File: config.mk
export PLATFORM = sky130hd
export DESIGN_NAME = bir_fifo
export DESIGN_NICKNAME = d
export VERILOG_FILES = /design/src/bir_fifo.sv
export VERILOG_INCLUDE_DIRS = /design/src /design/src/src
export SDC_FILE = /design/constraint.sdc
export NUM_CORES = 1
export LEC_CHECK = 0
export BUFFER_PORTS_ARGS = -buffer_cell sky130_fd_sc_hd__buf_2
export CAP_MARGIN = 20
export CORE_MARGIN = 1
export CORE_UTILIZATION = 40
export CTS_BUF_LIST = sky130_fd_sc_hd__clkbuf_16
export DETAILED_ROUTE_END_ITERATION = 16
export PLACE_DENSITY = 0.7
export REMOVE_ABC_BUFFERS = 1
export SLEW_MARGIN = 20
export SYNTH_ARGS = -nofsm -noshare
export SYNTH_HDL_FRONTEND = slang
export SYNTH_SLANG_ARGS = --single-unit
export TNS_END_PERCENT = 5
File: constraint.sdc
create_clock -name clk -period 1.7 [get_ports clk]
set_clock_uncertainty 0.2 [all_clocks]
set_input_delay 0.085 -clock clk [delete_from_list [all_inputs] [get_ports clk]]
set_output_delay 0.085 -clock clk [all_outputs]
set_load 0.02 [all_outputs]
File: src/bilinear_image_resize_unit_assert.svh
// Assertion macros shared by the bilinear resize RTL.
// Expects clk and rst (synchronous, active high) in the including module.
`ifndef BILINEAR_IMAGE_RESIZE_UNIT_ASSERT_SVH
`define BILINEAR_IMAGE_RESIZE_UNIT_ASSERT_SVH

// Property checked on every rising edge outside reset.
`define BIR_ASSERT(label, prop, msg) \
  label: assert property (@(posedge clk) disable iff (rst) (prop)) else $error(msg);

// Condition that must never be true outside reset.
`define BIR_NEVER(label, cond, msg) \
  `BIR_ASSERT(label, !(cond), msg)

`endif

File: src/bir_fifo.sv
// Small register FIFO with head visible at the read port.
// Uses the assertion macro header.
`timescale 1ns / 1ps
`include "bilinear_image_resize_unit_assert.svh"

module bir_fifo #(
  parameter int WIDTH = 8,
  parameter int DEPTH = 2
) (
  input  logic                       clk,
  input  logic                       rst,
  input  logic                       push,
  input  logic [WIDTH-1:0]           wdata,
  input  logic                       pop,
  output logic [WIDTH-1:0]           rdata,
  output logic                       full,
  output logic                       empty,
  output logic [$clog2(DEPTH+1)-1:0] count
);

  localparam int AW = (DEPTH > 1) ? $clog2(DEPTH) : 1;
  localparam int CW = $clog2(DEPTH + 1);

  logic [WIDTH-1:0] mem [DEPTH];
  logic [AW-1:0]    wptr;
  logic [AW-1:0]    rptr;

  assign full  = (count == CW'(DEPTH));
  assign empty = (count == '0);
  assign rdata = mem[rptr];

  always_ff @(posedge clk) begin
    if (push) begin
      mem[wptr] <= wdata;
    end
  end

  always_ff @(posedge clk) begin
    if (rst) begin
      wptr  <= '0;
      rptr  <= '0;
      count <= '0;
    end else begin
      if (push) begin
        wptr <= (wptr == AW'(DEPTH - 1)) ? '0 : wptr + 1'b1;
      end
      if (pop) begin
        rptr <= (rptr == AW'(DEPTH - 1)) ? '0 : rptr + 1'b1;
      end
      if (push && !pop) begin
        count <= count + 1'b1;
      end else if (pop && !push) begin
        count <= count - 1'b1;
      end
    end
  end

  `BIR_NEVER(fifo_overflow, push && full && !pop, "fifo push while full")
  `BIR_NEVER(fifo_underflow, pop && empty, "fifo pop while empty")

endmodule

==> results.yml <==
finish:
  drive_above_1_share: 0.430
  nets: 100
  final_common_cell: "buf_2"
  antennaDiodeCount: 0
  syn2layout_area_growth_pct: 44.6
  layout_common_cells: "buf_2 (23), edfxtp_1 (16), dlygate4sd3_1 (12)"
grt:
  grtUsageMet3: 0.0235
  top_usage_layer: "met2"
  grt_first_pass_wirelength_um: 1880
  grt_pass1_vias: 451
  grtUsageTotal: 0.133
  antenna_found_initial: 0
  grt_util_met1: 0.147
  grt_use_met2: 0.223
  gr-total-overflow: 0
  grt_max_degree: 13
placement:
  port_buffers: 23
  routabilityCongestion: 0.641
  place_ws_ns: 0.371
detailed_routing:
  via_count: 489
  drtIter0Drc: 6
  antenna_left: 0
  vias_per_cell: 4.41
  avgRoutedWirePerCell_um: 11.7
  drcViolationCount: 0
  drt-pass1-iter-count: 2
  wl_um: 1300
worst_setup_path:
  worstPathRequired_ns: 1.41
  worstSetupPathType: "register to primary output"
  slowest_stage: "dfxtp_1"
  worstPathArrival_ns: 1.31
  end_kind: "primary output"
  slowest_delay_ns: 0.52
  crit_chain: "mux2_2 -> buf_2"
  r2r-end: "rptr"
  worstPathMaxFanout: 8
  timing.rr.start: "rptr"
  reg2reg_slack_ns: 0.27
  crit_path_end: "rdata[3]"
  critPathLaunchType: "register"
  reg2reg_depth: 3
synth:
  synth-seq-cells: 21
  synthDistinctLibCells: 15
  syn_inst: 47
  yosys.area.top_type: "edfxtp_1"
  syn_avg_cell_area_um2: 16.7
  ys_top_cells_by_area: "edfxtp_1 (61%), dfxtp_1 (13%), mux2_2 (12%), nor2_1 (2.4%), xnor2_1 (2.2%)"
  yosysWarnings: 0
  ys_seq_area_frac: 0.741
  syn_area_um2: 783
  yosysTopAreaCellShare: 0.613
clock_network:
  clkTransAtPathRegs_ns: 0.06
  cts_tree: "done"
  cts.htree.levels: 1
  cts_num_sinks: 21
  post_cts_buffers: 0
  clockBufferDepth: 2
  cts_buffers: 3
  clk_latency_ns: 0.24
  clockRootBuffer: "clkbuf_16"
timing:
  tns_ns: 0
  min_period_ns: 1.60
  max_slew_margin: 0.747
  setup_viol: 0
  worst_pin_slew_ns: 0.380
  period_share: 0.940
  fmaxAchievable_mhz: 626
  hold_viol: 0
  post-route-worst-setup-slack_ns: 0.102
  rsz0062_at_grt: "no"
  slew_viol_final: 0
floorplan:
  die_x_um: 46.3
  die_h_um: 46.3
  core_area_um2: 1780
  num_rows: 15
  start_util: 0.439
  io_pins: 24
  dieArea_um2: 2140
power:
  vdd_drop_max_v: 0.000654
  p_per_area_nw_per_um2: 1150
  leakage_nw: 0.465
outcome:
  status: "finished, final reports clean"
worst_hold_path:
  hold_class: "register to register"
run:
  maxCapViolCount: 0
[report_power, final]
group,leakage [nW],switching [mW],total [mW],internal [mW]
combinational,0.232,0.102,0.199,0.0973
clock,0.0409,0.166,0.481,0.315
sequential,0.192,0.0237,0.617,0.594
[cells by family (layout without fill, tap and decap cells)]
kind of cell,Yosys count,in the layout,synth area share
flops,21,21,0.741
simple gates,9,9,0.0591
mux,8,8,0.115
xor+xnor,4,4,0.0447
compound gates,2,2,0.0128
buf+inv,2,41,0.0112
fa+ha+maj,1,1,0.0160
[critical path: cells and delay by family, from the launching register on]
| kind | cells | cell delay, ns |
|---|---|---|
| flip-flops | 1 | 0.52 |
| buffers and inverters | 1 | 0.16 |
| multiplexers | 1 | 0.38 |
[layout make-up]
cell class	count	area (µm²)
fill	150	651
sequential	21	581
timing repair buffer	36	243
multi-input combinational	24	194
clock buffer	3	75.1
tap	25	31.3
clock inverter	1	5.00
inverter	1	3.75
[repair_timing]
item / CTS / global route
hold buffers: 12 / 0
endpoints found under the setup margin: 0 / 0
resized for setup: 0 / 0
endpoints found under the hold margin: 21 / 0
[metrics by stage]
stage	total power [mW]	utilization	instances	cell area, µm²	hold WS [ns]
after floorplan	0.738	-	46	778	-0.0459
after global placement	0.801	0.523	95	932	0.0739
after detailed placement	0.805	0.523	95	932	0.0767
after CTS	1.31	0.635	111	1130	0.329
after global routing	1.34	0.635	111	1130	0.345
final	1.30	0.635	111	1130	0.327
[registers in the layout (all words and copies together), names as in the netlist, named ones only]
| name | count |
|---|---|
| mem | 16 |
| count | 2 |
| rptr | 1 |
| wptr | 1 |
[layer usage]
layer  part of all wire  wire length (µm)
met5                  0                 0
met3              0.031                40
met4             0.0077                10
met1               0.45               588
met2               0.51               657
[cells in the mapped netlist (all sizes together)]
master / number
and2: 1
o21ai: 1
xor2: 2
xnor2: 2
nor2: 5
dfxtp: 5
buf: 1
and2b: 1
ha: 1
or3: 1
a21oi: 1
edfxtp: 16
inv: 1
mux2: 8
nor2b: 1
[how the worst min path moves through the flow]
stage,start,slack [ns],end,depth (start not counted)
2_1_floorplan,rst,-0.05,count[1],1
3_3_place_gp,wdata[1],0.07,mem[0][1],1
3_5_place_dp,wdata[5],0.08,mem[0][5],1
4_1_cts,count[1],0.33,count[1],2
5_1_grt,count[1],0.34,count[1],2
6_report,count[1],0.33,count[1],2
(Power assumes the default switching activity.)
