[src/bilinear_image_resize_unit_assert.svh]
// Assertion macros shared by the bilinear resize RTL.
// Expects clk and rst (synchronous, active high) in the including module.
`ifndef BILINEAR_IMAGE_RESIZE_UNIT_ASSERT_SVH
`define BILINEAR_IMAGE_RESIZE_UNIT_ASSERT_SVH

// Property checked on every rising edge outside reset.
`define BIR_ASSERT(label, prop, msg) \
  label: assert property (@(posedge clk) disable iff (rst) (prop)) else $error(msg);

// Condition that must never be true outside reset.
`define BIR_NEVER(label, cond, msg) \
  `BIR_ASSERT(label, !(cond), msg)

`endif

[src/bir_pkg.sv]
// Package for the bilinear resize unit: widths, register indexes, commands,
// configuration and queue item types. No dependencies.
`timescale 1ns / 1ps

package bir_pkg;

  localparam int STORE_AW    = 16;
  localparam int STORE_DEPTH = 1 << STORE_AW;
  localparam int PIX_W       = 32;
  localparam int NUM_LANES   = 4;
  localparam int IN_DIM_W    = 9;
  localparam int IN_DIM_MAX  = (1 << IN_DIM_W) - 1;
  localparam int DIM_W       = 13;
  localparam int OUT_DIM_MAX = 4096;
  localparam int CNT_W       = 12;
  localparam int CH_W        = 3;
  localparam int STEP_W      = 24;
  localparam int FRAC_W      = 16;
  localparam int POS_W       = CNT_W + STEP_W;
  localparam int INT_W       = POS_W - FRAC_W;
  localparam int FRAME_W     = 2 * IN_DIM_W;
  localparam int WT_W        = 2 * (FRAC_W + 1);
  localparam int ACC_W       = 8 + WT_W;
  localparam int QUEUE_DEPTH = 2;
  localparam int OUT_DEPTH   = 4;
  localparam int OUT_CW      = $clog2(OUT_DEPTH + 1);

  localparam logic [2:0] REG_IN_WIDTH   = 3'd0;
  localparam logic [2:0] REG_IN_HEIGHT  = 3'd1;
  localparam logic [2:0] REG_OUT_WIDTH  = 3'd2;
  localparam logic [2:0] REG_OUT_HEIGHT = 3'd3;
  localparam logic [2:0] REG_CHANNELS   = 3'd4;
  localparam logic [2:0] REG_X_STEP     = 3'd5;
  localparam logic [2:0] REG_Y_STEP     = 3'd6;

  localparam logic CMD_LOAD = 1'b0;
  localparam logic CMD_EMIT = 1'b1;

  typedef struct packed {
    logic [IN_DIM_W-1:0] in_width;
    logic [IN_DIM_W-1:0] in_height;
    logic [DIM_W-1:0]    out_width;
    logic [DIM_W-1:0]    out_height;
    logic [CH_W-1:0]     channels;
    logic [STEP_W-1:0]   x_step;
    logic [STEP_W-1:0]   y_step;
  } cfg_t;

  // One classified item: a store write (addr[0], data) or the four
  // neighbor addresses and fractions of one output pixel.
  typedef struct packed {
    logic                               cmd;
    logic                               last;
    logic [NUM_LANES-1:0][STORE_AW-1:0] addr;
    logic [PIX_W-1:0]                   data;
    logic [FRAC_W-1:0]                  fx;
    logic [FRAC_W-1:0]                  fy;
  } entry_t;

  typedef struct packed {
    logic [NUM_LANES-1:0][7:0] chan;
    logic                      last;
  } result_t;

endpackage

[src/bir_back.sv]
// Back end: writes loads into the pixel store and, per emit, reads four
// neighbors and accumulates weighted channels. Uses bir_pkg and the macro header.
`timescale 1ns / 1ps
`include "bilinear_image_resize_unit_assert.svh"

module bir_back #(
  parameter int MAX_CHANNELS = 4
) (
  input  logic                           clk,
  input  logic                           rst,
  input  bir_pkg::cfg_t                  cfg,
  input  logic                           q_empty,
  input  bir_pkg::entry_t                q_entry,
  output logic                           q_pop,
  input  logic [bir_pkg::OUT_CW-1:0]     out_count,
  output logic                           out_push,
  output bir_pkg::result_t               out_item,
  output logic                           ram_we,
  output logic [bir_pkg::STORE_AW-1:0]   ram_addr,
  output logic [bir_pkg::PIX_W-1:0]      ram_wdata,
  input  logic [bir_pkg::PIX_W-1:0]      ram_rdata
);

  import bir_pkg::*;

  localparam logic B_IDLE = 1'b0;
  localparam logic B_READ = 1'b1;
  localparam logic [CH_W-1:0] CH_MAX = CH_W'(MAX_CHANNELS);
  localparam logic [FRAC_W:0] ONE    = (FRAC_W + 1)'(1 << FRAC_W);

  logic                 state;
  logic [1:0]           k;
  entry_t               em;
  logic [WT_W-1:0]      w_reg;
  logic                 p_valid;
  logic [1:0]           p_k;
  logic [NUM_LANES-1:0][ACC_W-1:0] acc;

  logic                 room;
  logic                 head_load;
  logic                 head_emit;
  logic                 issue;
  logic [1:0]           k_cur;
  entry_t               cur;
  logic [FRAC_W:0]      mx;
  logic [FRAC_W:0]      my;
  logic [CH_W-1:0]      nch;
  logic [NUM_LANES-1:0][ACC_W-1:0] sum;

  assign room      = out_count <= OUT_CW'(OUT_DEPTH - 2);
  assign head_load = !q_empty && state == B_IDLE && q_entry.cmd == CMD_LOAD;
  assign head_emit = !q_empty && state == B_IDLE && q_entry.cmd == CMD_EMIT && room;
  assign q_pop     = head_load || head_emit;
  assign issue     = head_emit || state == B_READ;
  assign k_cur     = (state == B_READ) ? k : 2'd0;
  assign cur       = (state == B_READ) ? em : q_entry;

  assign ram_we    = head_load;
  assign ram_wdata = q_entry.data;
  assign ram_addr  = head_load ? q_entry.addr[0] : cur.addr[k_cur];

  assign mx = k_cur[0] ? {1'b0, cur.fx} : ONE - {1'b0, cur.fx};
  assign my = k_cur[1] ? {1'b0, cur.fy} : ONE - {1'b0, cur.fy};

  assign nch = (cfg.channels > CH_MAX) ? CH_MAX : cfg.channels;

  always_comb begin
    for (int c = 0; c < NUM_LANES; c++) begin
      sum[c] = ((p_k == 2'd0) ? '0 : acc[c]) + ram_rdata[c*8 +: 8] * w_reg;
      out_item.chan[c] = (CH_W'(c) < nch) ? sum[c][2*FRAC_W +: 8] : 8'd0;
    end
    out_item.last = em.last;
  end

  assign out_push = p_valid && p_k == 2'd3;

  always_ff @(posedge clk) begin
    if (rst) begin
      state   <= B_IDLE;
      k       <= 2'd0;
      p_valid <= 1'b0;
    end else begin
      p_valid <= issue;
      if (head_emit) begin
        state <= B_READ;
        k     <= 2'd1;
      end else if (state == B_READ) begin
        k <= k + 1'b1;
        if (k == 2'd3) begin
          state <= B_IDLE;
        end
      end
    end
  end

  always_ff @(posedge clk) begin
    if (head_emit) begin
      em <= q_entry;
    end
    if (issue) begin
      w_reg <= WT_W'(mx * my);
      p_k   <= k_cur;
    end
    if (p_valid) begin
      acc <= sum;
    end
  end

  `BIR_NEVER(out_no_overflow, out_push && out_count == OUT_CW'(OUT_DEPTH), "result fifo overrun")
  `BIR_ASSERT(read_no_write, (state == B_READ) |-> !ram_we, "store write during neighbor reads")
  `BIR_ASSERT(read_phase, (state == B_READ) |-> (k != 2'd0), "bad neighbor index in read phase")

endmodule

[config.mk]
export PLATFORM = sky130hd
export DESIGN_NAME = bir_back
export DESIGN_NICKNAME = d
export VERILOG_FILES = /design/src/bir_pkg.sv /design/src/bir_back.sv
export VERILOG_INCLUDE_DIRS = /design/src /design/src/src
export SDC_FILE = /design/constraint.sdc
export NUM_CORES = 2
export LEC_CHECK = 0
export BUFFER_PORTS_ARGS = -buffer_cell sky130_fd_sc_hd__clkbuf_2
export CAP_MARGIN = 30
export CORE_ASPECT_RATIO = 2
export CORE_UTILIZATION = 45
export DETAILED_ROUTE_END_ITERATION = 12
export GPL_TIMING_DRIVEN = 0
export PLACE_DENSITY = 0.63
export SLEW_MARGIN = 15
export SYNTH_ARGS = -nofsm -noshare
export SYNTH_HDL_FRONTEND = slang
export SYNTH_SLANG_ARGS = --single-unit
export TNS_END_PERCENT = 1
[constraint.sdc]
create_clock -name clk -period 23.4 [get_ports clk]
set_clock_uncertainty 0.15 [all_clocks]
set_input_delay 3.51 -clock clk [delete_from_list [all_inputs] [get_ports clk]]
set_output_delay 3.51 -clock clk [all_outputs]
set_load 0.01 [all_outputs]
==> flow_summary.ini <==
[outcome]
status = finished, final reports clean

[setup_path]
end_kind = output port
cp.required_ns = 19.74
worstPathArrival_ns = 11.14
cp_max_fo = 10
critical_path_class = in -> out
cp-start-kind = input pin

[synthesis]
async_flop_share_pct = 0
synth_compound_area_share_pct = 6.89
synth_top_family_by_area = adder cells
synth_enable_flop_cells = 293
synthXorXnorAreaFrac_pct = 3.50
syn_inst = 6256
yosysWarningCount = 0
netlist_area_um2 = 58100
synth_fp_nets = 7990
syn_area_per_cell_um2 = 9.29
synth_top_area_cell = fa_1
synthAdderAreaFrac_pct = 46.5
synthFlopType = edfxtp_1
synthSimpleGateAreaFrac_pct = 16.2
ys_ff_latch = 297
ys_top_cells_by_area = fa_1 (39%), edfxtp_1 (15%), inv_1 (7.6%)
yosys-mux-area-fraction_pct = 1.43
yosysSeqAreaShare_pct = 15.3
synth_top_area_share_pct = 39.4
synth_cell_types = 84

[routing]
drc = 0
drt-wirelength-per-cell_um = 23.8
drt_pass1_iterations = 6
routed_via_density = 5.40
ant_nets = 0
num_vias = 44600
wirelength_mm = 197
drt_iter0_drc = 2202

[timing]
rsz0062_at_grt = false
post-route-period-util_pct = 63.2
fin_tns_setup_ns = 0
hold_viol = 0
fin_crit_ns = 14.80
worst_slew_pin_slew_ns = 1.14
whs_ns = 0.456
setup_slack_ns = 8.60
clock.fmax_mhz = 67.6
finalSetupViolations = 0
slew_viol_final = 0
slew_headroom_pct = 24.1

[cells_and_area]
drive_gt1_share_pct = 6.75
largest_reg_flops = 160
num-nets-final = 8268
design_area_um2 = 63100
area_growth_pct = 8.60

[floorplanning]
initial_core_util_pct = 45.3
coreArea_um2 = 128000
num_io_pins = 347
die_h_um = 510
die-area_um2 = 131000
rows = 186
die_w_um = 256

[job]
max-cap-violations = 0

[global_route]
antenna_found_initial = 9
grt_pass1_wl_mm = 293
grt_pass1_vias = 50800
grt_max_degree = 66
grt_usage_pct = 30.7
grt-ovfl-total = 0

[clock_network]
postCtsSetupBuffers = 0
clk_path_buf_depth = 3
cts_sinks = 297
numCtsBuffers = 38
h-tree-depth = 2
cts-root-buf = clkbuf_16
worstSkewPairLatency_ns = 0.63
hold_buffers = 0
cts_resized = 0
clk_pin_slew_ns = 0.06
cts_tree = yes

[placed_design]
dp_hpwl_mm = 166
place_congestion = 0.977
port-buffer-count = 201
pre_cts_ws_ns = 8.87
postPlaceCellArea_um2 = 61700

[hold_path]
holdCritPathClass = reg -> reg
==> Yosys cell counts, types with 18 or more instances <==
cell type  count
a21o_1        90
a21oi_1      195
a31oi_1       24
and2_1       477
and3_1        20
buf_2         20
buf_4         37
clkbuf_1     290
edfxtp_1     293
fa_1        1144
ha_1         327
inv_1       1175
mux2_2        21
mux2i_1       21
nand2_1     1090
nand3_1       38
nand4_1       24
nor2_1       245
nor2b_1       43
nor3_1        47
o21a_1        37
o21ai_0       96
o21ai_1       18
o21bai_1      20
xnor2_1      159
xor2_1        73
==> worst max-delay path, cell delays in order <==
cell      delay, ns
clkbuf_1       0.66
clkbuf_1       0.65
nand2_1        0.17
fa_1           0.54
inv_1          0.05
fa_1           0.50
inv_1          0.06
fa_1           0.53
inv_1          0.05
fa_1           0.45
ha_1           0.38
nand2_1        0.16
nor3_1         0.52
o311a_1        0.43
nor2_1         0.19
a21oi_1        0.74
a31oi_1        0.48
o21a_1         0.30
xnor2_1        0.37
nor2b_1        0.20
clkbuf_2       0.15
==> metal layers <==
layer	share of wire, %	global-route usage [%]
met4	12	30.8
met1	29	25.8
met3	3.9	3.60
met5	0.022	0
met2	55	60.2
==> worst paths after layout <==
check,depth (start not counted),slack (ns),from,to
setup / recovery,21,8.60,ram_rdata[16],out_item[17]
hold / removal,2,0.46,k[0]$_SDFFE_PP0P_,state$_SDFF_PP0_
setup reg to reg,36,11.33,state$_SDFF_PP0_,w_reg[31]$_DFFE_PP_
hold reg to reg,2,0.46,k[0]$_SDFFE_PP0P_,state$_SDFF_PP0_
==> final cells by class <==
type / count / area, um2
clock inverters: 25 / 236
plain buffers: 356 / 1510
well taps: 1692 / 2120
multi-input cells: 4428 / 43400
flip-flops and latches: 297 / 8880
clock buffers: 45 / 997
fillers: 12300 / 65200
inverters: 1175 / 4410
diodes: 8 / 20.0
repair buffers: 238 / 1520
==> layout by cell type (no fill, tap or decap), types with 90 or more instances in the layout <==
master    netlist  layout
edfxtp_1      293     293
o21ai_0        96      95
a21oi_1       195     191
clkbuf_2        0     206
xnor2_1       159     154
a21o_1         90      90
ha_1          327     327
and2_1        477     477
inv_1        1175    1173
nand2_1      1090    1090
fa_1         1144    1144
clkbuf_1      290     290
nor2_1        245     245
==> cells by family after synthesis <==
family,Yosys count
adder cells (fa/ha/maj),1471
flip-flops,297
buffers and inverters,1531
XOR/XNOR,232
AO/OA/AOI/OAI,614
AND/OR/NAND/NOR,2051
multiplexers,60
==> through the flow <==
| step | util, % | std cells |
|---|---|---|
| after global routing | 49.2 | 8257 |
| after CTS | 49.1 | 8249 |
| after detailed placement | 48.2 | 8179 |
| final | 49.2 | 8264 |
| after floorplan | - | 6256 |
| after global placement | 47.7 | 8149 |
Power is not shown: default switching activity piles up to over one toggle a cycle in this logic, so the estimate is an artifact.
