==> src/bilinear_image_resize_unit_assert.svh <==
// Assertion macros shared by the bilinear resize RTL.
// Expects clk and rst (synchronous, active high) in the including module.
`ifndef BILINEAR_IMAGE_RESIZE_UNIT_ASSERT_SVH
`define BILINEAR_IMAGE_RESIZE_UNIT_ASSERT_SVH

// Property checked on every rising edge outside reset.
`define BIR_ASSERT(label, prop, msg) \
  label: assert property (@(posedge clk) disable iff (rst) (prop)) else $error(msg);

// Condition that must never be true outside reset.
`define BIR_NEVER(label, cond, msg) \
  `BIR_ASSERT(label, !(cond), msg)

`endif

==> src/bir_pkg.sv <==
// Package for the bilinear resize unit: widths, register indexes, commands,
// configuration and queue item types. No dependencies.
`timescale 1ns / 1ps

package bir_pkg;

  localparam int STORE_AW    = 16;
  localparam int STORE_DEPTH = 1 << STORE_AW;
  localparam int PIX_W       = 32;
  localparam int NUM_LANES   = 4;
  localparam int IN_DIM_W    = 9;
  localparam int IN_DIM_MAX  = (1 << IN_DIM_W) - 1;
  localparam int DIM_W       = 13;
  localparam int OUT_DIM_MAX = 4096;
  localparam int CNT_W       = 12;
  localparam int CH_W        = 3;
  localparam int STEP_W      = 24;
  localparam int FRAC_W      = 16;
  localparam int POS_W       = CNT_W + STEP_W;
  localparam int INT_W       = POS_W - FRAC_W;
  localparam int FRAME_W     = 2 * IN_DIM_W;
  localparam int WT_W        = 2 * (FRAC_W + 1);
  localparam int ACC_W       = 8 + WT_W;
  localparam int QUEUE_DEPTH = 2;
  localparam int OUT_DEPTH   = 4;
  localparam int OUT_CW      = $clog2(OUT_DEPTH + 1);

  localparam logic [2:0] REG_IN_WIDTH   = 3'd0;
  localparam logic [2:0] REG_IN_HEIGHT  = 3'd1;
  localparam logic [2:0] REG_OUT_WIDTH  = 3'd2;
  localparam logic [2:0] REG_OUT_HEIGHT = 3'd3;
  localparam logic [2:0] REG_CHANNELS   = 3'd4;
  localparam logic [2:0] REG_X_STEP     = 3'd5;
  localparam logic [2:0] REG_Y_STEP     = 3'd6;

  localparam logic CMD_LOAD = 1'b0;
  localparam logic CMD_EMIT = 1'b1;

  typedef struct packed {
    logic [IN_DIM_W-1:0] in_width;
    logic [IN_DIM_W-1:0] in_height;
    logic [DIM_W-1:0]    out_width;
    logic [DIM_W-1:0]    out_height;
    logic [CH_W-1:0]     channels;
    logic [STEP_W-1:0]   x_step;
    logic [STEP_W-1:0]   y_step;
  } cfg_t;

  // One classified item: a store write (addr[0], data) or the four
  // neighbor addresses and fractions of one output pixel.
  typedef struct packed {
    logic                               cmd;
    logic                               last;
    logic [NUM_LANES-1:0][STORE_AW-1:0] addr;
    logic [PIX_W-1:0]                   data;
    logic [FRAC_W-1:0]                  fx;
    logic [FRAC_W-1:0]                  fy;
  } entry_t;

  typedef struct packed {
    logic [NUM_LANES-1:0][7:0] chan;
    logic                      last;
  } result_t;

endpackage

==> src/bir_front.sv <==
// Front end: accepts items, keeps the load and output counters, and turns
// each emit into four neighbor addresses and fractions. Uses bir_pkg.
`timescale 1ns / 1ps

module bir_front #(
  parameter int MAX_IN_WIDTH  = 256,
  parameter int MAX_IN_HEIGHT = 256
) (
  input  logic                         clk,
  input  logic                         rst,
  input  bir_pkg::cfg_t                cfg,
  input  logic                         push,
  output logic                         full,
  input  logic                         command,
  input  logic [bir_pkg::PIX_W-1:0]    pixel,
  output logic                         q_push,
  output bir_pkg::entry_t              q_entry,
  input  logic                         q_full
);

  import bir_pkg::*;

  localparam int W_LIM = (MAX_IN_WIDTH > IN_DIM_MAX) ? IN_DIM_MAX : MAX_IN_WIDTH;
  localparam int H_LIM = (MAX_IN_HEIGHT > IN_DIM_MAX) ? IN_DIM_MAX : MAX_IN_HEIGHT;
  localparam logic [IN_DIM_W-1:0] W_MAX   = IN_DIM_W'(W_LIM);
  localparam logic [IN_DIM_W-1:0] H_MAX   = IN_DIM_W'(H_LIM);
  localparam logic [DIM_W-1:0]    OUT_MAX = DIM_W'(OUT_DIM_MAX);

  logic [STORE_AW-1:0] load_address;
  logic [CNT_W-1:0]    out_col;
  logic [CNT_W-1:0]    out_row;

  logic                f1_valid;
  logic                f1_cmd;
  logic                f1_last;
  logic [STORE_AW-1:0] f1_addr;
  logic [PIX_W-1:0]    f1_data;
  logic [CNT_W-1:0]    f1_col;
  logic [CNT_W-1:0]    f1_row;

  logic                f2_valid;
  logic                f2_cmd;
  logic                f2_last;
  logic [STORE_AW-1:0] f2_addr;
  logic [PIX_W-1:0]    f2_data;
  logic [POS_W-1:0]    f2_sx;
  logic [POS_W-1:0]    f2_sy;

  logic                en;
  logic                accept;
  logic [IN_DIM_W-1:0] w;
  logic [IN_DIM_W-1:0] h;
  logic [IN_DIM_W-1:0] wm1;
  logic [IN_DIM_W-1:0] hm1;
  logic [FRAME_W-1:0]  frame;
  logic [STORE_AW-1:0] load_inc;
  logic [STORE_AW-1:0] load_address_next;
  logic [DIM_W-1:0]    ow;
  logic [DIM_W-1:0]    oh;
  logic                last_col;
  logic                last_row;

  logic [INT_W-1:0]    ix;
  logic [INT_W-1:0]    iy;
  logic [INT_W:0]      ix1;
  logic [INT_W:0]      iy1;
  logic [IN_DIM_W-1:0] x0;
  logic [IN_DIM_W-1:0] x1;
  logic [IN_DIM_W-1:0] y0;
  logic [IN_DIM_W-1:0] y1;
  logic [FRAME_W-1:0]  base0;
  logic [FRAME_W-1:0]  base1;
  logic [FRAME_W-1:0]  sum_a;
  logic [FRAME_W-1:0]  sum_b;
  logic [FRAME_W-1:0]  sum_c;
  logic [FRAME_W-1:0]  sum_d;

  assign en     = !(f2_valid && q_full);
  assign full   = !en;
  assign accept = push && en;
  assign q_push = f2_valid && en;

  always_comb begin
    if (cfg.in_width == '0) begin
      w = IN_DIM_W'(1);
    end else if (cfg.in_width > W_MAX) begin
      w = W_MAX;
    end else begin
      w = cfg.in_width;
    end
    if (cfg.in_height == '0) begin
      h = IN_DIM_W'(1);
    end else if (cfg.in_height > H_MAX) begin
      h = H_MAX;
    end else begin
      h = cfg.in_height;
    end
    if (cfg.out_width == '0) begin
      ow = DIM_W'(1);
    end else if (cfg.out_width > OUT_MAX) begin
      ow = OUT_MAX;
    end else begin
      ow = cfg.out_width;
    end
    if (cfg.out_height == '0) begin
      oh = DIM_W'(1);
    end else if (cfg.out_height > OUT_MAX) begin
      oh = OUT_MAX;
    end else begin
      oh = cfg.out_height;
    end
  end

  assign wm1   = w - 1'b1;
  assign hm1   = h - 1'b1;
  assign frame = FRAME_W'(w) * FRAME_W'(h);

  assign load_inc          = load_address + 1'b1;
  assign load_address_next = ({{(FRAME_W - STORE_AW){1'b0}}, load_inc} >= frame) ? '0 : load_inc;

  assign last_col = ({1'b0, out_col} + DIM_W'(1)) >= ow;
  assign last_row = ({1'b0, out_row} + DIM_W'(1)) >= oh;

  always_ff @(posedge clk) begin
    if (rst) begin
      load_address <= '0;
      out_col      <= '0;
      out_row      <= '0;
      f1_valid     <= 1'b0;
      f2_valid     <= 1'b0;
    end else if (en) begin
      f1_valid <= accept;
      f2_valid <= f1_valid;
      if (accept) begin
        if (command == CMD_LOAD) begin
          load_address <= load_address_next;
        end else if (last_col) begin
          out_col <= '0;
          out_row <= last_row ? '0 : out_row + 1'b1;
        end else begin
          out_col <= out_col + 1'b1;
        end
      end
    end
  end

  always_ff @(posedge clk) begin
    if (en) begin
      f1_cmd  <= command;
      f1_last <= last_col && last_row;
      f1_addr <= load_address;
      f1_data <= pixel;
      f1_col  <= out_col;
      f1_row  <= out_row;
      f2_cmd  <= f1_cmd;
      f2_last <= f1_last;
      f2_addr <= f1_addr;
      f2_data <= f1_data;
      f2_sx   <= POS_W'(f1_col) * POS_W'(cfg.x_step);
      f2_sy   <= POS_W'(f1_row) * POS_W'(cfg.y_step);
    end
  end

  assign ix  = f2_sx[POS_W-1:FRAC_W];
  assign iy  = f2_sy[POS_W-1:FRAC_W];
  assign ix1 = {1'b0, ix} + (INT_W + 1)'(1);
  assign iy1 = {1'b0, iy} + (INT_W + 1)'(1);

  assign x0 = (ix >= INT_W'(wm1)) ? wm1 : ix[IN_DIM_W-1:0];
  assign x1 = (ix1 >= (INT_W + 1)'(wm1)) ? wm1 : ix1[IN_DIM_W-1:0];
  assign y0 = (iy >= INT_W'(hm1)) ? hm1 : iy[IN_DIM_W-1:0];
  assign y1 = (iy1 >= (INT_W + 1)'(hm1)) ? hm1 : iy1[IN_DIM_W-1:0];

  assign base0 = FRAME_W'(y0) * FRAME_W'(w);
  assign base1 = FRAME_W'(y1) * FRAME_W'(w);
  assign sum_a = base0 + FRAME_W'(x0);
  assign sum_b = base0 + FRAME_W'(x1);
  assign sum_c = base1 + FRAME_W'(x0);
  assign sum_d = base1 + FRAME_W'(x1);

  always_comb begin
    q_entry.cmd  = f2_cmd;
    q_entry.last = f2_last;
    q_entry.data = f2_data;
    q_entry.fx   = f2_sx[FRAC_W-1:0];
    q_entry.fy   = f2_sy[FRAC_W-1:0];
    if (f2_cmd == CMD_LOAD) begin
      q_entry.addr[0] = f2_addr;
    end else begin
      q_entry.addr[0] = sum_a[STORE_AW-1:0];
    end
    q_entry.addr[1] = sum_b[STORE_AW-1:0];
    q_entry.addr[2] = sum_c[STORE_AW-1:0];
    q_entry.addr[3] = sum_d[STORE_AW-1:0];
  end

endmodule

==> config.mk <==
export PLATFORM = sky130hd
export DESIGN_NAME = bir_front
export DESIGN_NICKNAME = d
export VERILOG_FILES = /design/src/bilinear_image_resize_unit_assert.svh /design/src/bir_pkg.sv /design/src/bir_front.sv
export SDC_FILE = /design/constraint.sdc
export NUM_CORES = 2
export LEC_CHECK = 0
export BUFFER_PORTS_ARGS = -buffer_cell sky130_fd_sc_hd__buf_2
export CORE_ASPECT_RATIO = 0.6
export CORE_MARGIN = 2
export CORE_UTILIZATION = 60
export DETAILED_ROUTE_END_ITERATION = 8
export PLACE_DENSITY_LB_ADDON = 0.3
export SYNTH_ARGS = -nofsm -noshare
export SYNTH_HDL_FRONTEND = slang
export SYNTH_SLANG_ARGS = --single-unit
export TNS_END_PERCENT = 1
==> constraint.sdc <==
create_clock -name clk -period 15.02 [get_ports clk]
set_input_delay 1.502 -clock clk [delete_from_list [all_inputs] [get_ports clk]]
set_output_delay 1.502 -clock clk [all_outputs]
set_load 0.01 [all_outputs]
==> results.cfg <==
[global_routing]
grt_use_met2 = 0.441
use_met3 = 0.0592
grt_pass1_wl_microns = 153000
grt_util_met1 = 0.440
grt-ovfl-total = 0
grt_max_degree = 85
grt_pass1_vias = 29400
track_usage = 0.290
grt.busiest_layer = met2
antenna_found_initial = 0

[drt]
wl_microns = 91900
wl_per_cell_microns = 17.8
vias = 29100
firstDrtPassIters = 8
vias_per_cell = 5.62
drt_iter0_markers = 2356
drc_errors = 13
ant_nets = 0

[critical_path]
r2r_slack_ns = 7.93
slowest_stage = mux2i_1
reg2reg_depth = 18
r2r_start = f1_col[3]$_DFFE_PN_
worst-path-buf-inv = 7
crit_path_frequent_cell = inv_1
crit_cells = 34
cp.required_ns = 13.52
slowest_delay_ns = 0.93
crit_type = primary input to output pin
end_kind = output pin
cp-start-kind = primary input
critical_path.top_delay_family = adder cells
critPathArrivalTime_ns = 11.73
crit_fanout = 11
r2r_end = f2_sx[34]$_DFFE_PN_

[placed_design]
place_ws_ns = 2.02
dpl.hpwl_microns = 74200
io_buffers = 260
gp_congestion = 0.949

[power_and_ir_drop]
p_leak_nw = 19.6
switching_share = 0.476
p_comb_frac = 0.666
clkPwrFrac = 0.136
worst_ir_drop_vdd_mv = 0.0927
p_int_mw = 2.45
p_seq_frac = 0.199
p_per_area_nw_per_um2 = 114
netSwitchingPower_mw = 2.22
power.total_mw = 4.67

[min_path]
hp-class = flip-flop to flip-flop
hold_path_depth = 0
hold_end = f2_data[4]$_DFFE_PN_
worstHoldStart = f1_data[4]$_DFFE_PN_

[sta]
final.setup.tns_ns = 0
maxSlewViolCount = 0
tightest_slew_ns = 1.22
slew_headroom = 0.188
fin_crit_ns = 13.24
holdWs_ns = 0.419
hold_viol_final = 0
setup_viol = 0
fmax_mhz = 75.6
period_share = 0.881
rsz0062_at_grt = false
fin_ws_ns = 1.78
worst_clock_skew_ns = 0.0153

[cts]
clockRootBuffer = clkbuf_16
ctsResizeCount = 0
cts_hold_buf = 0
cts_htree_levels = 1
insertion_delay_ns = 0.56
clk_pin_slew_ns = 0.06
numCtsBuffers = 25
cts_tree = built
cts_max_path_buffers = 3
clock_sinks = 238
post_cts_buffers = 0

[synth]
netlist_area_sq_um = 38300
ys_ff_latch = 238
ys_top_cells_by_area = fa_1 31%, edfxtp_1 15%, ha_1 12%
yosys_warnings = 0
synth_common_cells = 713 x inv_1, 655 x nand2_1, 592 x fa_1
ys_types = 76
synth_nets = 5279
yosysMostFrequentCell = inv_1
dominantRegCellSynth = edfxtp_1
synth_edf_count = 196
synthArstFlopShare = 0
synth_seq_area_share = 0.175
yosysTopAreaCell = fa_1
synth.top_cell.area_share = 0.309
avgSynthCellArea_sq_um = 9.15
synthCells = 4191

[run_status]
status = finished with violations
failed_checks = design-rule violations

[run]
maxCapViolCount = 0

[die]
io_pins = 264
die_area_sq_um = 66000
die_w_microns = 330
start_util = 0.610
die_h_microns = 200
rows = 71
core_sq_um = 62900

[finish]
final_util = 0.650
drive_gt1_frac = 0.0852
area_delta_synth_final_pct = 6.61
antenna_cells = 0
finalNetCount = 5401
-- kinds of logic after synthesis --
kind of cell / share of synthesized area
xor gates and xnor gates: 0.0477
muxes: 0.0151
AOI/OAI and AO/OA: 0.0782
DFF: 0.175
adders and majority gates: 0.428
buffers and inverters: 0.0921
and+or+nand+nor: 0.163
-- power groups by stage --
stage               clock [mW]  combinational, mW  sequential [mW]
floorplan                    0               2.19            0.894
global placement             0               3.01            0.934
detailed placement           0               3.06            0.938
CTS                      0.649               3.08            0.924
global route             0.673               3.49            0.940
finish                   0.633               3.11            0.927
-- layout by cell type, fill, tap and decap left out, types with 6 or more instances in the layout --
master	count
a211oi_1	16
a21boi_0	14
a21o_1	58
a21oi_1	121
a22oi_1	15
a31oi_1	7
a32o_1	7
and2_1	195
and3_1	33
buf_2	260
buf_4	24
clkbuf_16	25
clkinv_2	6
dfxtp_1	42
edfxtp_1	196
fa_1	592
ha_1	364
inv_1	713
mux2_2	16
mux2i_1	37
nand2_1	654
nand2b_1	19
nand3_1	59
nand4_1	18
nor2_1	242
nor2b_1	36
nor3_1	47
nor3b_1	9
nor4_1	18
o21a_1	27
o21ai_0	99
o21bai_1	23
o31ai_1	8
or2_2	11
or3_1	13
or4_1	6
xnor2_1	147
xor2_1	62
-- sequential cells by signal, indices dropped and copies added, names as in the netlist --
signal,flops
f1_addr,16
f1_row,12
f1_valid,1
out_col,12
f2_sy,36
f2_addr,16
f1_last,1
load_address,16
f1_col,12
f2_last,1
out_row,12
f2_cmd,1
f1_cmd,1
f2_valid,1
f2_data,32
f1_data,32
f2_sx,36
-- worst max path at each step --
stage	slack, ns	start	end
after floorplan	3.86	cfg[79]	q_entry[79]
after global placement	2.14	cfg[79]	q_entry[127]
after detailed placement	2.02	cfg[79]	q_entry[127]
after CTS	2.01	cfg[79]	q_entry[127]
after global routing	1.17	cfg[79]	q_entry[127]
final	1.78	cfg[79]	q_entry[127]
-- per-layer routing --
layer | routed length [microns] | vias to the layer above
li1 | - | 13500
met1 | 42700 | 14300
met2 | 39300 | 1173
met3 | 8620 | 76
met4 | 1160 | 0
met5 | 0 | -
-- through the flow --
| stage | instances | area (sq um) |
|---|---|---|
| finish | 5171 | 40900 |
| global placement | 5125 | 40000 |
| floorplan | 4191 | 38300 |
| global route | 5171 | 40900 |
| CTS | 5171 | 40900 |
| detailed placement | 5125 | 40000 |
-- cell type report --
| type | count | area (sq um) |
|---|---|---|
| Multi-Input combinational cell | 3048 | 28100 |
| Sequential cell | 238 | 6730 |
| Clock buffer | 27 | 633 |
| Fill cell | 5216 | 22000 |
| Tap cell | 839 | 1050 |
| Inverter | 716 | 2690 |
| Clock inverter | 19 | 193 |
| Timing Repair Buffer | 284 | 1480 |
(Power assumes the default switching activity.)
